$ cat src/qerc_pkg.sv
// ----------------------------------------------------------------------------
// qerc_pkg
// Shared types and constants of the quadrature encoder rate counter.
// ----------------------------------------------------------------------------
package qerc_pkg;

   // Field widths.
   localparam int SampleWidth = 10;
   localparam int SettleWidth = 4;
   localparam int WindowWidth = 8;
   localparam int CountWidth  = 8;
   localparam int CodeWidth   = 2;

   // Request and response bus widths (padded to whole bytes).
   localparam int ReqDataWidth = 24;
   localparam int RspDataWidth = 8;

   // Configuration port.
   localparam int CsrIndexWidth = 2;
   localparam int CsrDataWidth  = 10;

   localparam logic [CsrIndexWidth-1:0] RegThreshold = 2'd0;
   localparam logic [CsrIndexWidth-1:0] RegSettle    = 2'd1;
   localparam logic [CsrIndexWidth-1:0] RegWindow    = 2'd2;

   // Reset values of the configuration registers.
   localparam logic [SampleWidth-1:0] ThresholdReset = 10'd500;
   localparam logic [SettleWidth-1:0] SettleReset    = 4'd2;
   localparam logic [WindowWidth-1:0] WindowReset    = 8'd100;

   // Encoder code after reset: both lines high.
   localparam logic [CodeWidth-1:0] CodeReset = 2'd3;

   typedef struct packed {
      logic [SampleWidth-1:0] threshold;
      logic [SettleWidth-1:0] settle_ticks;
      logic [WindowWidth-1:0] window_ticks;
   } cfg_type;

   typedef struct packed {
      logic [SampleWidth-1:0] sample_a;
      logic [SampleWidth-1:0] sample_b;
      logic                   clear_value;
   } item_type;

   typedef struct packed {
      logic signed [CountWidth-1:0] count_value;
      logic                         window_done;
   } result_type;

endpackage

$ cat src/qerc_csr.sv
// ----------------------------------------------------------------------------
// qerc_csr
// Configuration registers: threshold, settle time and window length.
// ----------------------------------------------------------------------------
module qerc_csr
   import qerc_pkg::*;
(
   input  logic                     clock,
   input  logic                     reset,
   input  logic                     csr_we,
   input  logic [CsrIndexWidth-1:0] csr_index,
   input  logic [CsrDataWidth-1:0]  csr_wdata,
   output cfg_type                  cfg
);

   logic [SampleWidth-1:0] threshold_ff;
   logic [SettleWidth-1:0] settle_ff;
   logic [WindowWidth-1:0] window_ff;

   // Register writes; an index past the list is ignored.
   always_ff @(posedge clock) begin
      if (reset) begin
         threshold_ff <= ThresholdReset;
         settle_ff    <= SettleReset;
         window_ff    <= WindowReset;
      end else if (csr_we) begin
         case (csr_index)
            RegThreshold: begin
               threshold_ff <= csr_wdata[SampleWidth-1:0];
            end
            RegSettle: begin
               settle_ff <= csr_wdata[SettleWidth-1:0];
            end
            RegWindow: begin
               window_ff <= csr_wdata[WindowWidth-1:0];
            end
            default: begin
            end
         endcase
      end
   end

   assign cfg.threshold    = threshold_ff;
   assign cfg.settle_ticks = settle_ff;
   assign cfg.window_ticks = window_ff;

endmodule

$ cat src/qerc_core.sv
// ----------------------------------------------------------------------------
// qerc_core
// Per-tick state update: window counter, debounce phase and step counting.
// ----------------------------------------------------------------------------
module qerc_core
   import qerc_pkg::*;
(
   input  logic       clock,
   input  logic       reset,
   input  logic       enable,
   input  cfg_type    cfg,
   input  item_type   item,
   output result_type result
);

   typedef enum logic [1:0] {
      PH_WAIT    = 2'd0,
      PH_CONFIRM = 2'd1,
      PH_AFTER   = 2'd2
   } phase_type;

   // Quadrature direction: +1 forward, -1 backward, 0 for a double jump.
   function automatic logic [CountWidth-1:0] step_delta(
      input logic [CodeWidth-1:0] from_code,
      input logic [CodeWidth-1:0] to_code
   );
      logic [CodeWidth-1:0] fwd;
      logic [CodeWidth-1:0] bwd;
      begin
         case (from_code)
            2'd0: begin fwd = 2'd1; bwd = 2'd2; end
            2'd1: begin fwd = 2'd3; bwd = 2'd0; end
            2'd2: begin fwd = 2'd0; bwd = 2'd3; end
            default: begin fwd = 2'd2; bwd = 2'd1; end
         endcase
         if (to_code == fwd) begin
            step_delta = {{(CountWidth-1){1'b0}}, 1'b1};
         end else if (to_code == bwd) begin
            step_delta = {CountWidth{1'b1}};
         end else begin
            step_delta = '0;
         end
      end
   endfunction

   logic [CodeWidth-1:0]   stable_ff, stable_in;
   logic [CodeWidth-1:0]   cand_ff, cand_in;
   phase_type              phase_ff, phase_in;
   logic [SettleWidth-1:0] settle_ff, settle_in;
   logic [CountWidth-1:0]  acc_ff, acc_in;
   logic [CountWidth-1:0]  reported_ff, reported_in;
   logic [WindowWidth-1:0] wcount_ff, wcount_in;

   logic [CodeWidth-1:0]   code;
   logic [WindowWidth-1:0] wcount_sum;
   logic [WindowWidth-1:0] window_eff;
   logic                   done;
   logic [CountWidth-1:0]  acc_mid;
   logic [CountWidth-1:0]  report;

   // Line levels against the threshold; A in bit 0, B in bit 1.
   assign code = {item.sample_b > cfg.threshold, item.sample_a > cfg.threshold};

   // Window check first, then the debounce phase.
   always_comb begin
      wcount_sum = wcount_ff + 1'b1;
      window_eff = (cfg.window_ticks == '0) ? {{(WindowWidth-1){1'b0}}, 1'b1}
                                            : cfg.window_ticks;
      done = (wcount_sum >= window_eff);

      if (done) begin
         report    = acc_ff;
         acc_mid   = '0;
         wcount_in = '0;
      end else begin
         report    = reported_ff;
         acc_mid   = acc_ff;
         wcount_in = wcount_sum;
      end

      stable_in = stable_ff;
      cand_in   = cand_ff;
      phase_in  = phase_ff;
      settle_in = settle_ff;
      acc_in    = acc_mid;

      case (phase_ff)
         PH_CONFIRM, PH_AFTER: begin
            if (settle_ff > {{(SettleWidth-1){1'b0}}, 1'b1}) begin
               settle_in = settle_ff - 1'b1;
            end else if (phase_ff == PH_CONFIRM) begin
               // Confirm only if the code held still and is a real change.
               if (code == cand_ff && cand_ff != stable_ff) begin
                  acc_in    = acc_mid + step_delta(stable_ff, cand_ff);
                  stable_in = cand_ff;
               end
               settle_in = cfg.settle_ticks;
               phase_in  = PH_AFTER;
            end else begin
               phase_in = PH_WAIT;
            end
         end
         default: begin
            cand_in = code;
            if (code != stable_ff) begin
               settle_in = cfg.settle_ticks;
               phase_in  = PH_CONFIRM;
            end else begin
               phase_in = PH_WAIT;
            end
         end
      endcase

      // The clear takes effect after this tick's report.
      reported_in = item.clear_value ? '0 : report;
   end

   assign result.count_value = report;
   assign result.window_done = done;

   // State advances once per tick that moves into the result register.
   always_ff @(posedge clock) begin
      if (reset) begin
         stable_ff   <= CodeReset;
         cand_ff     <= CodeReset;
         phase_ff    <= PH_WAIT;
         settle_ff   <= '0;
         acc_ff      <= '0;
         reported_ff <= '0;
         wcount_ff   <= '0;
      end else if (enable) begin
         stable_ff   <= stable_in;
         cand_ff     <= cand_in;
         phase_ff    <= phase_in;
         settle_ff   <= settle_in;
         acc_ff      <= acc_in;
         reported_ff <= reported_in;
         wcount_ff   <= wcount_in;
      end
   end

endmodule

$ cat src/quadrature_encoder_rate_counter.sv
// ----------------------------------------------------------------------------
// quadrature_encoder_rate_counter
// Debounced quadrature decoder that reports net steps per counting window.
// ----------------------------------------------------------------------------
// Each request is one tick carrying two analog line samples and a clear flag,
// and produces exactly one response with the reported count and a window-end
// flag on tlast. The block takes one request per clock cycle while the
// response side is not stalled. A request is held in the input register, the
// tick's state update and result are formed between that register and the
// result register, and the response is shown from the result register.
// The result register decouples the sides, so a new request is taken while a
// finished response waits. Configuration is written through the csr port.
module quadrature_encoder_rate_counter
   import qerc_pkg::*;
(
   input  logic                     clock,
   input  logic                     reset,
   // Request stream.
   input  logic                     req_tvalid,
   output logic                     req_tready,
   // req_tdata: sample_a [9:0], sample_b [19:10], clear_value [20], zero pad
   input  logic [ReqDataWidth-1:0]  req_tdata,
   // Response stream.
   output logic                     rsp_tvalid,
   input  logic                     rsp_tready,
   // rsp_tdata: count_value [7:0]
   output logic [RspDataWidth-1:0]  rsp_tdata,
   output logic                     rsp_tlast,
   // Configuration writes.
   input  logic                     csr_we,
   input  logic [CsrIndexWidth-1:0] csr_index,
   input  logic [CsrDataWidth-1:0]  csr_wdata
);

   cfg_type    cfg;
   item_type   item_ff;
   result_type result;
   logic       in_valid_ff;
   logic       out_valid_ff;
   logic [CountWidth-1:0] count_ff;
   logic       done_ff;
   logic       advance;

   qerc_csr u_csr (
      .clock     (clock),
      .reset     (reset),
      .csr_we    (csr_we),
      .csr_index (csr_index),
      .csr_wdata (csr_wdata),
      .cfg       (cfg)
   );

   // The held request moves on when the result register is free or draining.
   assign advance    = in_valid_ff && (!out_valid_ff || rsp_tready);
   assign req_tready = !in_valid_ff || advance;

   // Input register.
   always_ff @(posedge clock) begin
      if (reset) begin
         in_valid_ff <= 1'b0;
      end else if (req_tready) begin
         in_valid_ff <= req_tvalid;
      end
   end

   always_ff @(posedge clock) begin
      if (req_tvalid && req_tready) begin
         item_ff.sample_a    <= req_tdata[SampleWidth-1:0];
         item_ff.sample_b    <= req_tdata[2*SampleWidth-1:SampleWidth];
         item_ff.clear_value <= req_tdata[2*SampleWidth];
      end
   end

   qerc_core u_core (
      .clock  (clock),
      .reset  (reset),
      .enable (advance),
      .cfg    (cfg),
      .item   (item_ff),
      .result (result)
   );

   // Result register.
   always_ff @(posedge clock) begin
      if (reset) begin
         out_valid_ff <= 1'b0;
      end else if (advance) begin
         out_valid_ff <= 1'b1;
      end else if (rsp_tready) begin
         out_valid_ff <= 1'b0;
      end
   end

   always_ff @(posedge clock) begin
      if (advance) begin
         count_ff <= result.count_value;
         done_ff  <= result.window_done;
      end
   end

   assign rsp_tvalid = out_valid_ff;
   assign rsp_tdata  = count_ff;
   assign rsp_tlast  = done_ff;

endmodule

$ cat config.mk
export PLATFORM = sky130hd
export DESIGN_NAME = quadrature_encoder_rate_counter
export DESIGN_NICKNAME = d
export VERILOG_FILES = /design/src/qerc_pkg.sv /design/src/qerc_csr.sv /design/src/qerc_core.sv /design/src/quadrature_encoder_rate_counter.sv
export SDC_FILE = /design/constraint.sdc
export NUM_CORES = 1
export LEC_CHECK = 0
export BUFFER_PORTS_ARGS = -buffer_cell sky130_fd_sc_hd__buf_2
export CAP_MARGIN = 30
export CELL_PAD_IN_SITES_DETAIL_PLACEMENT = 1
export CELL_PAD_IN_SITES_GLOBAL_PLACEMENT = 1
export CORE_AREA = 2 2 107 109
export CTS_CLUSTER_DIAMETER = 50
export DETAILED_ROUTE_END_ITERATION = 8
export DIE_AREA = 0 0 109 111
export PLACE_DENSITY = 0.85
export SKIP_CTS_REPAIR_TIMING = 1
export SYNTH_ARGS = -nofsm -noshare
export SYNTH_HDL_FRONTEND = slang
export SYNTH_SLANG_ARGS = --single-unit
$ cat constraint.sdc
create_clock -name clock -period 4.8 [get_ports clock]
set_input_delay 0.48 -clock clock [delete_from_list [all_inputs] [get_ports clock]]
set_output_delay 0.48 -clock clock [all_outputs]
set_load 0.1 [all_outputs]
==> flow_summary.json, run 1 <==
{
  "synth_top_area_share_pct": 24.3,
  "yosys_most_used_dff": "dfxtp_1",
  "syn_inst": 487,
  "cts_buffer_depth": 2,
  "crit_slowest_cell": "a221oi_1",
  "synthArstFlopShare_pct": 0,
  "num_rows": 39,
  "startpoint_type": "flip-flop",
  "irDropWorstVdd_uv": 161,
  "slowest_delay_ps": 440,
  "initial_core_util_pct": 43.2,
  "dp_cells": 662,
  "grt_max_degree": 42,
  "period_share_pct": 87.7,
  "yosys.area.top_type": "dfxtp_1",
  "antenna_found_initial": 0,
  "p_sw_w": 0.000431,
  "yosysMostFrequentCell": "dfxtp_1",
  "gp_congestion": 0.776,
  "fin_skew_ps": 8.86,
  "place_hpwl_um": 8220,
  "design_area_um2": 5490,
  "postLayoutCoreUtil_pct": 49.6,
  "p_comb_share_pct": 11.2,
  "grt_usage_pct": 20.7,
  "max_clock_freq_ghz": 0.237,
  "drt_pass1_iterations": 5,
  "path_max_fanout": 13,
  "switching_share_pct": 24.1,
  "nFillCells": 1242,
  "post_dp_cell_area_um2": 5160,
  "area_growth_pct": 14.8,
  "post-route-min-period_ps": 4210,
  "grt_pass1_wl_um": 19800,
  "vias": 3772,
  "diodes": 0,
  "status": "complete, no violations",
  "cts_tree": "done",
  "clock_sinks": 88,
  "cts_max_level": 3,
  "dp_slack_ps": 640,
  "die_w_um": 109,
  "hold_path.class": "in -> reg",
  "syn_avg_cell_area_um2": 9.82,
  "globalRouteOverflowTotal": 0,
  "arrival_ps": 4470,
  "netlist_area_um2": 4780,
  "syn_nets": 569,
  "clock_latency_ps": 340,
  "endpoint_kind": "flip-flop",
  "core_um2": 11100,
  "path_class": "reg -> reg",
  "slew_violations": 0,
  "leakage_nw": 2.43,
  "instances_no_fill": 678,
  "pwr-share-seq_pct": 45.4,
  "worstPathRequired_ps": 5060,
  "synth.yosys.seq_area_share_pct": 43.1,
  "yosys-top-cells-area": "dfxtp_1 (24%), edfxtp_1 (19%), ha_1 (10%)",
  "top_level_ports": 52,
  "yosysUniqueCellTypes": 70,
  "cts-root-buf": "clkbuf_16",
  "clk_pin_slew_ps": 70,
  "drive_above_1_share_pct": 16.3,
  "drc": 0,
  "postRouteAntennaNets": 0,
  "setup_ws_ps": 589,
  "r2r_slack_ps": 590,
  "num-nets-final": 612,
  "p_int_w": 0.00135,
  "grt_pass1_vias": 4113,
  "wl_per_cell_um": 17.2,
  "finalHoldViolations": 0,
  "p_clk_share_pct": 43.4,
  "rsz0062_at_grt": "no",
  "wirelength_um": 11700,
  "max_slew.worst_pin.slew_ps": 879,
  "p_per_area_nw_per_um2": 325,
  "synthTopCellsByCount": "dfxtp_1 (58), ha_1 (40), nand2_1 (40)",
  "tns_ps": 0,
  "path_cells": "ha_1 -> nand3_1 -> inv_1 -> nand3_1 -> xnor2_1 -> ha_1 -> or3_1 -> o22a_1 -> buf_4 -> nor2b_1 -> ha_1 -> nand3_1 -> o211ai_1 -> o41ai_1 -> xor2_1 -> a221oi_1 -> a31oi_1 -> a31oi_1",
  "synth-edff-count": 30,
  "dieArea_um2": 12100,
  "slew_headroom_pct": 41.4,
  "ys_warn_count": 0,
  "port_buffers": 48,
  "drt-initial-drc-count": 122,
  "die_y_um": 111,
  "viasPerCell": 5.56,
  "synth.ff_latch_count": 88,
  "finalSetupViolCount": 0,
  "drv_cap": 0,
  "cts_made_buffers": 9
}
cell type report:
type | count | area, µm² | share of cell area, %
Multi-Input combinational cell | 338 | 2480 | 45.2
Sequential cell | 88 | 2060 | 37.5
Timing Repair Buffer | 53 | 282 | 5.13
Clock buffer | 12 | 258 | 4.69
Tap cell | 143 | 179 | 3.26
Inverter | 40 | 150 | 2.73
Clock inverter | 4 | 76.3 | 1.39
cells in the final DEF, fill, tap and decap left out, drive strengths merged, types with 9 or more instances in the layout:
master	netlist	routed
dfxtp	58	58
buf	7	53
nand2	40	40
ha	40	40
inv	39	39
nor2	36	36
edfxtp	30	30
o21ai	28	28
mux2i	23	23
a21oi	23	23
nand3	19	19
clkbuf	14	12
nor2b	11	11
xor2	9	9
per-stage QoR:
stage                     hold WS [ps]  total power (W)
after global routing               303          0.00185
after global placement             452          0.00101
after CTS                          304          0.00180
after detailed placement           465          0.00102
final                              313          0.00178
after floorplan                    443         0.000962
path summary, 6_finish.rpt:
check                                            to                 from  cells after the start
worst max-delay path               u_core.acc_ff[7]  u_core.wcount_ff[0]                     18
worst min-delay path                     item_ff[9]        req_tdata[18]                      1
worst max register to register     u_core.acc_ff[7]  u_core.wcount_ff[0]                     18
worst min register to register  u_core.wcount_ff[7]  u_core.wcount_ff[7]                      2
state kept, by name (all words and copies together), names as in the netlist, 4 cells and up:
name and flops:
item_ff 21, rsp_tdata 8, u_core.acc_ff 8, u_core.reported_ff 8, u_core.settle_ff 4, u_core.wcount_ff 8
u_csr.settle_ff 4, u_csr.threshold_ff 10, u_csr.window_ff 8
routing by layer:
metal | up-vias | wire length (µm) | track usage, %
met4 | 0 | 282 | 6.92
met1 | 1843 | 4930 | 23.6
li1 | 1835 | - | -
met5 | - | 0 | 0
met3 | 24 | 370 | 3.94
met2 | 70 | 6100 | 37.9
critical path: cells and delay by family, from the launching register on:
family | cells | cell delay [ps]
compound gates | 6 | 1480
simple gates | 5 | 880
fa+ha+maj | 3 | 760
flops | 1 | 390
buf+inv | 2 | 320
xor+xnor | 2 | 290
power by group through the flow:
stage	combinational [W]	clock, W	sequential (W)
global route	0.000221	0.000819	0.000814
CTS	0.000201	0.000788	0.000811
finish	0.000200	0.000774	0.000811
global placement	0.000181	0	0.000826
floorplan	0.000119	0	0.000844
detailed placement	0.000195	0	0.000828
logic make-up after synthesis:
kind of cell             count (synthesis)  share of synthesized area (%)
AO/OA/AOI/OAI                          101                           15.8
XOR/XNOR                                17                           3.11
adder cells (fa/ha/maj)                 41                           10.9
buffers and inverters                   61                           5.02
flip-flops                              88                           43.1
multiplexers                            24                           5.05
AND/OR/NAND/NOR                        155                           17.0
No activity file was read; power rests on OpenSTA's default activity.
==> inputs of run 2 (changes only) <==
clock period = 4.7 ns   (was 4.8 ns; I/O delays follow)
==> run 2 against run 1 <==
Against the previous run:
- worst setup slack worse by 110 ps
- largest power group unchanged
- critical path depth shrank 1
- worst hold slack worse by 7.1 ps
- count of clock-buffer cells in the layout shrank 1
- final cell count is the same
- critical path type unchanged
- combinational power barely moved
- routed wire length shrank 4.0%
==> flow_summary.json, run 2 (synthesis results as in run 1) <==
{
  "status": "complete, no violations",
  "clk_pin_slew_ps": 70,
  "multi_input_comb_area_um2": 2490,
  "clock_latency_ps": 340,
  "grt_usage_pct": 19.6,
  "period_share_pct": 89.8,
  "wl_per_cell_um": 16.5,
  "globalRouteOverflowTotal": 0,
  "nFillCells": 1234,
  "drt-initial-drc-count": 103,
  "largest_reg_flops": 21,
  "design_area_um2": 5510,
  "cts-root-buf": "clkbuf_16",
  "final_common_cell": "dfxtp_1",
  "regArea_um2": 2060,
  "slowest_delay_ps": 400,
  "drv_cap": 0,
  "worstReg2RegEnd": "u_core.acc_ff[7]",
  "cts_tree": "done",
  "drive_above_1_share_pct": 16.6,
  "r2r_start": "u_core.wcount_ff[0]",
  "path_class": "reg -> reg",
  "grt_pass1_wl_um": 19000,
  "crit_slowest_cell": "dfxtp_1",
  "initial_core_util_pct": 43.2,
  "core_um2": 11100,
  "gp_congestion": 0.789,
  "cts_made_buffers": 9,
  "viasPerCell": 5.55,
  "arrival_ps": 4470,
  "setup_ws_ps": 481,
  "vias": 3762,
  "slew_headroom_pct": 39.6,
  "hold_slack_ps": 306,
  "cts_buffer_depth": 2,
  "irDropWorstVdd_uv": 155,
  "max_clock_freq_ghz": 0.237,
  "hold_start": "req_tdata[7]",
  "largest-register": "item_ff",
  "endpoint_kind": "flip-flop",
  "diodes": 0,
  "path_cells": "ha_1 -> nand3_1 -> inv_1 -> nand3_1 -> xnor2_1 -> ha_1 -> or3_1 -> o22a_1 -> nor2b_1 -> ha_1 -> a21oi_1 -> o211ai_1 -> o41ai_1 -> xor2_1 -> a221oi_2 -> or3b_1 -> a31oi_1",
  "dp_slack_ps": 537,
  "postRouteAntennaNets": 0,
  "rsz0062_at_grt": "no",
  "largestRegisters": "item_ff (21), u_csr.threshold_ff (10)",
  "num_rows": 39,
  "whs_path_depth": 1,
  "finalSetupViolCount": 0,
  "place_hpwl_um": 8280,
  "ff2ff_path_depth": 17,
  "layout_common_cells": "dfxtp_1 (58), buf_2 (48), nand2_1 (40), ha_1 (40), inv_1 (39)",
  "num-nets-final": 612,
  "die_y_um": 111,
  "grt_max_degree": 42,
  "dieArea_um2": 12100,
  "top_level_ports": 52,
  "port_buffers": 48,
  "leakage_nw": 2.44,
  "post_dp_cell_area_um2": 5160,
  "worstPathRequired_ps": 4950,
  "drc": 0,
  "hold_path.class": "in -> reg",
  "slew_violations": 0,
  "cpMostUsedCell": "ha_1",
  "clock_sinks": 88,
  "max_slew.worst_pin.slew_ps": 906,
  "min_to": "item_ff[18]",
  "p_per_area_nw_per_um2": 337,
  "finalHoldViolations": 0,
  "antenna_found_initial": 0,
  "wirelength_um": 11200,
  "path_max_fanout": 5,
  "r2r_slack_ps": 480,
  "die_w_um": 109,
  "drt_pass1_iterations": 4,
  "cts_max_level": 3,
  "fin_skew_ps": 6.93,
  "area_growth_pct": 15.2,
  "post-route-min-period_ps": 4220,
  "critPathLaunch": "u_core.wcount_ff[0]",
  "tns_ps": 0,
  "startpoint_type": "flip-flop",
  "grt_pass1_vias": 4095
}
## run 2: cell types whose count changed in the layout (fill, tap and decap cells not counted), sizes merged
| cell | before | now |
|---|---|---|
| bufinv | 2 | 3 |
| clkbuf | 12 | 11 |
| clkinv | 2 | 3 |
| clkinvlp | 1 | 0 |
## run 2: routing by layer
| metal | GRT usage [%] | vias up | part of all wire, % |
|---|---|---|---|
| met4 | 6.75 | 0 | 1.5 |
| met3 | 2.70 | 15 | 2.2 |
| li1 | - | 1839 | - |
| met2 | 36.1 | 48 | 52 |
| met1 | 22.9 | 1860 | 44 |
| met5 | 0 | - | 0 |
## run 2: power breakdown
group	internal, W	switching, W
logic	0.0000701	0.000133
registers	0.000814	0.0000145
clock network	0.000534	0.000292
total	0.00142	0.000440
## run 2: stage by stage
step	power (W)	util, %	instances
2_1_floorplan	0.000983	-	487
3_3_place_gp	0.00103	46.5	661
3_5_place_dp	0.00105	46.6	662
4_1_cts	0.00187	49.7	678
5_1_grt	0.00192	49.7	678
6_report	0.00186	49.7	678
## run 2: how the worst max path moves through the flow
stage	endpoint	slack, ps	cells after the start
3_5_place_dp	u_core.acc_ff[7]	540	18
6_report	u_core.acc_ff[7]	480	17
4_1_cts	u_core.acc_ff[7]	370	17
3_3_place_gp	u_core.acc_ff[7]	650	17
5_1_grt	u_core.acc_ff[7]	170	17
2_1_floorplan	u_core.acc_ff[7]	720	19
## run 2: layout make-up
| class | instances | area share (%) |
|---|---|---|
| Multi-Input combinational cell | 338 | 45.2 |
| Sequential cell | 88 | 37.4 |
| Timing Repair Buffer | 53 | 5.11 |
| Clock buffer | 11 | 4.41 |
| Tap cell | 143 | 3.25 |
| Inverter | 40 | 2.72 |
| Clock inverter | 5 | 1.88 |
## run 2: critical path, delay by kind of cell (launching register included)
| family | cells | cell delay [ps] |
|---|---|---|
| buffers and inverters | 1 | 110 |
| AOI/OAI and AO/OA | 6 | 1220 |
| adders and majority gates | 3 | 760 |
| DFF | 1 | 400 |
| xor gates and xnor gates | 2 | 390 |
| and+or+nand+nor | 5 | 1260 |
==> inputs of run 3 (changes only) <==
CORE_AREA = 2 2 120 122   (was 2 2 107 109)
DIE_AREA = 0 0 122 124   (was 0 0 109 111)
PLACE_DENSITY = 0.64   (was 0.85)
==> run 3 against run 2 <==
Against the previous run:
- sequential share of layout area grew 0.051 points
- critical path depth unchanged
- clock power fell by 11%
- critical path type unchanged
- first-iteration DRC count rose by 80%
- power decreased by 5.3%
==> flow_summary.json, run 3 (synthesis results as in run 1) <==
{
  "cts_made_buffers": 9,
  "arrival_ps": 4370,
  "clock_sinks": 88,
  "max_clock_freq_ghz": 0.244,
  "period_share_pct": 87.3,
  "cts_tree": "done",
  "layout_common_cells": "dfxtp_1 (58), buf_2 (48), nand2_1 (40), ha_1 (40), inv_1 (39)",
  "cts_max_level": 3,
  "drv_cap": 0,
  "viasPerCell": 5.16,
  "tns_ps": 0,
  "initial_core_util_pct": 34.9,
  "leakage_nw": 2.42,
  "grt_max_degree": 42,
  "grt_pass1_wl_um": 18900,
  "dieArea_um2": 15100,
  "irDropWorstVdd_uv": 187,
  "final_common_cell": "dfxtp_1",
  "num_rows": 43,
  "postLayoutCoreUtil_pct": 40.1,
  "multi_input_comb_area_um2": 2500,
  "total_power_w": 0.00176,
  "num-nets-final": 611,
  "finalHoldViolations": 0,
  "cts_buffer_depth": 2,
  "p_per_area_nw_per_um2": 320,
  "startpoint_type": "flip-flop",
  "fin_skew_ps": 5.56,
  "worstPathRequired_ps": 4960,
  "vias": 3687,
  "grt_usage_pct": 15.9,
  "port_buffers": 48,
  "finalSetupViolCount": 0,
  "endpoint_kind": "flip-flop",
  "antenna_found_initial": 1,
  "wl_per_cell_um": 15.4,
  "post-route-min-period_ps": 4100,
  "dp_slack_ps": 363,
  "core_um2": 13700,
  "path_max_fanout": 9,
  "design_area_um2": 5500,
  "die_y_um": 124,
  "clock_latency_ps": 350,
  "drt_pass1_iterations": 4,
  "clk_pin_slew_ps": 70,
  "drt-initial-drc-count": 185,
  "path_class": "reg -> reg",
  "postRouteAntennaNets": 0,
  "place_hpwl_um": 8140,
  "top_level_ports": 52,
  "setup_ws_ps": 596,
  "wirelength_um": 11000,
  "regArea_um2": 2060,
  "drive_above_1_share_pct": 16.7,
  "largest-register": "item_ff",
  "drc": 0,
  "rsz0062_at_grt": "no",
  "die_w_um": 122,
  "slew_headroom_pct": 42.1,
  "slew_violations": 0,
  "largest_reg_flops": 21,
  "status": "complete, no violations",
  "max_slew.worst_pin.slew_ps": 868,
  "diodes": 0,
  "gp_congestion": 0.773,
  "hold_path.class": "in -> reg",
  "post_dp_cell_area_um2": 5190,
  "largestRegisters": "item_ff (21), u_csr.threshold_ff (10)",
  "globalRouteOverflowTotal": 0,
  "cts-root-buf": "clkbuf_16",
  "grt_pass1_vias": 3817,
  "area_growth_pct": 15.1,
  "nFillCells": 1578
}
==> run 3: worst paths after layout <==
path,start,endpoint,slack (ps),cells after the start
worst max-delay path,u_core.wcount_ff[0],u_core.acc_ff[7],600,17
worst min-delay path,req_tdata[17],item_ff[8],290,1
worst max register to register,u_core.wcount_ff[0],u_core.acc_ff[7],600,17
worst min register to register,u_core.wcount_ff[7],u_core.wcount_ff[7],470,2
==> run 3: per-stage QoR <==
step | std cells | hold WS, ps
floorplan | 487 | 443
global placement | 698 | 454
detailed placement | 698 | 463
CTS | 714 | 283
global route | 714 | 290
finish | 714 | 293
==> run 3: critical path: stages, from the launching register on <==
cell and delay [ps]:
dfxtp_1 400, ha_1 240, nand3_1 160, inv_1 100, nand3_1 90, xnor2_1 160, ha_1 210, or3_1 350
o22a_1 350, nor2b_1 260, ha_1 280, a21oi_1 180, o211ai_1 180, o41ai_2 250, xor2_1 210, a221oi_2 80
or3b_1 380, a31oi_1 130
==> run 3: routing by layer <==
metal | GRT usage [%] | part of all wire [%]
met5 | 0 | 0
met4 | 4.31 | 1.1
met3 | 2.79 | 3.2
met2 | 28.2 | 49
met1 | 19.9 | 47
==> run 3: area by class of cell <==
class | instances | area share, %
repair buffers | 52 | 4.91
multi-input cells | 338 | 45.4
clock inverters | 6 | 1.23
flip-flops and latches | 88 | 37.5
clock buffers | 10 | 4.16
well taps | 180 | 4.09
inverters | 40 | 2.73
==> run 3: power breakdown <==
group	internal, W	switching (W)	total, W
Sequential	0.000814	0.0000148	0.000828
Combinational	0.0000689	0.000128	0.000196
Clock	0.000415	0.000321	0.000736
Total	0.00130	0.000463	0.00176
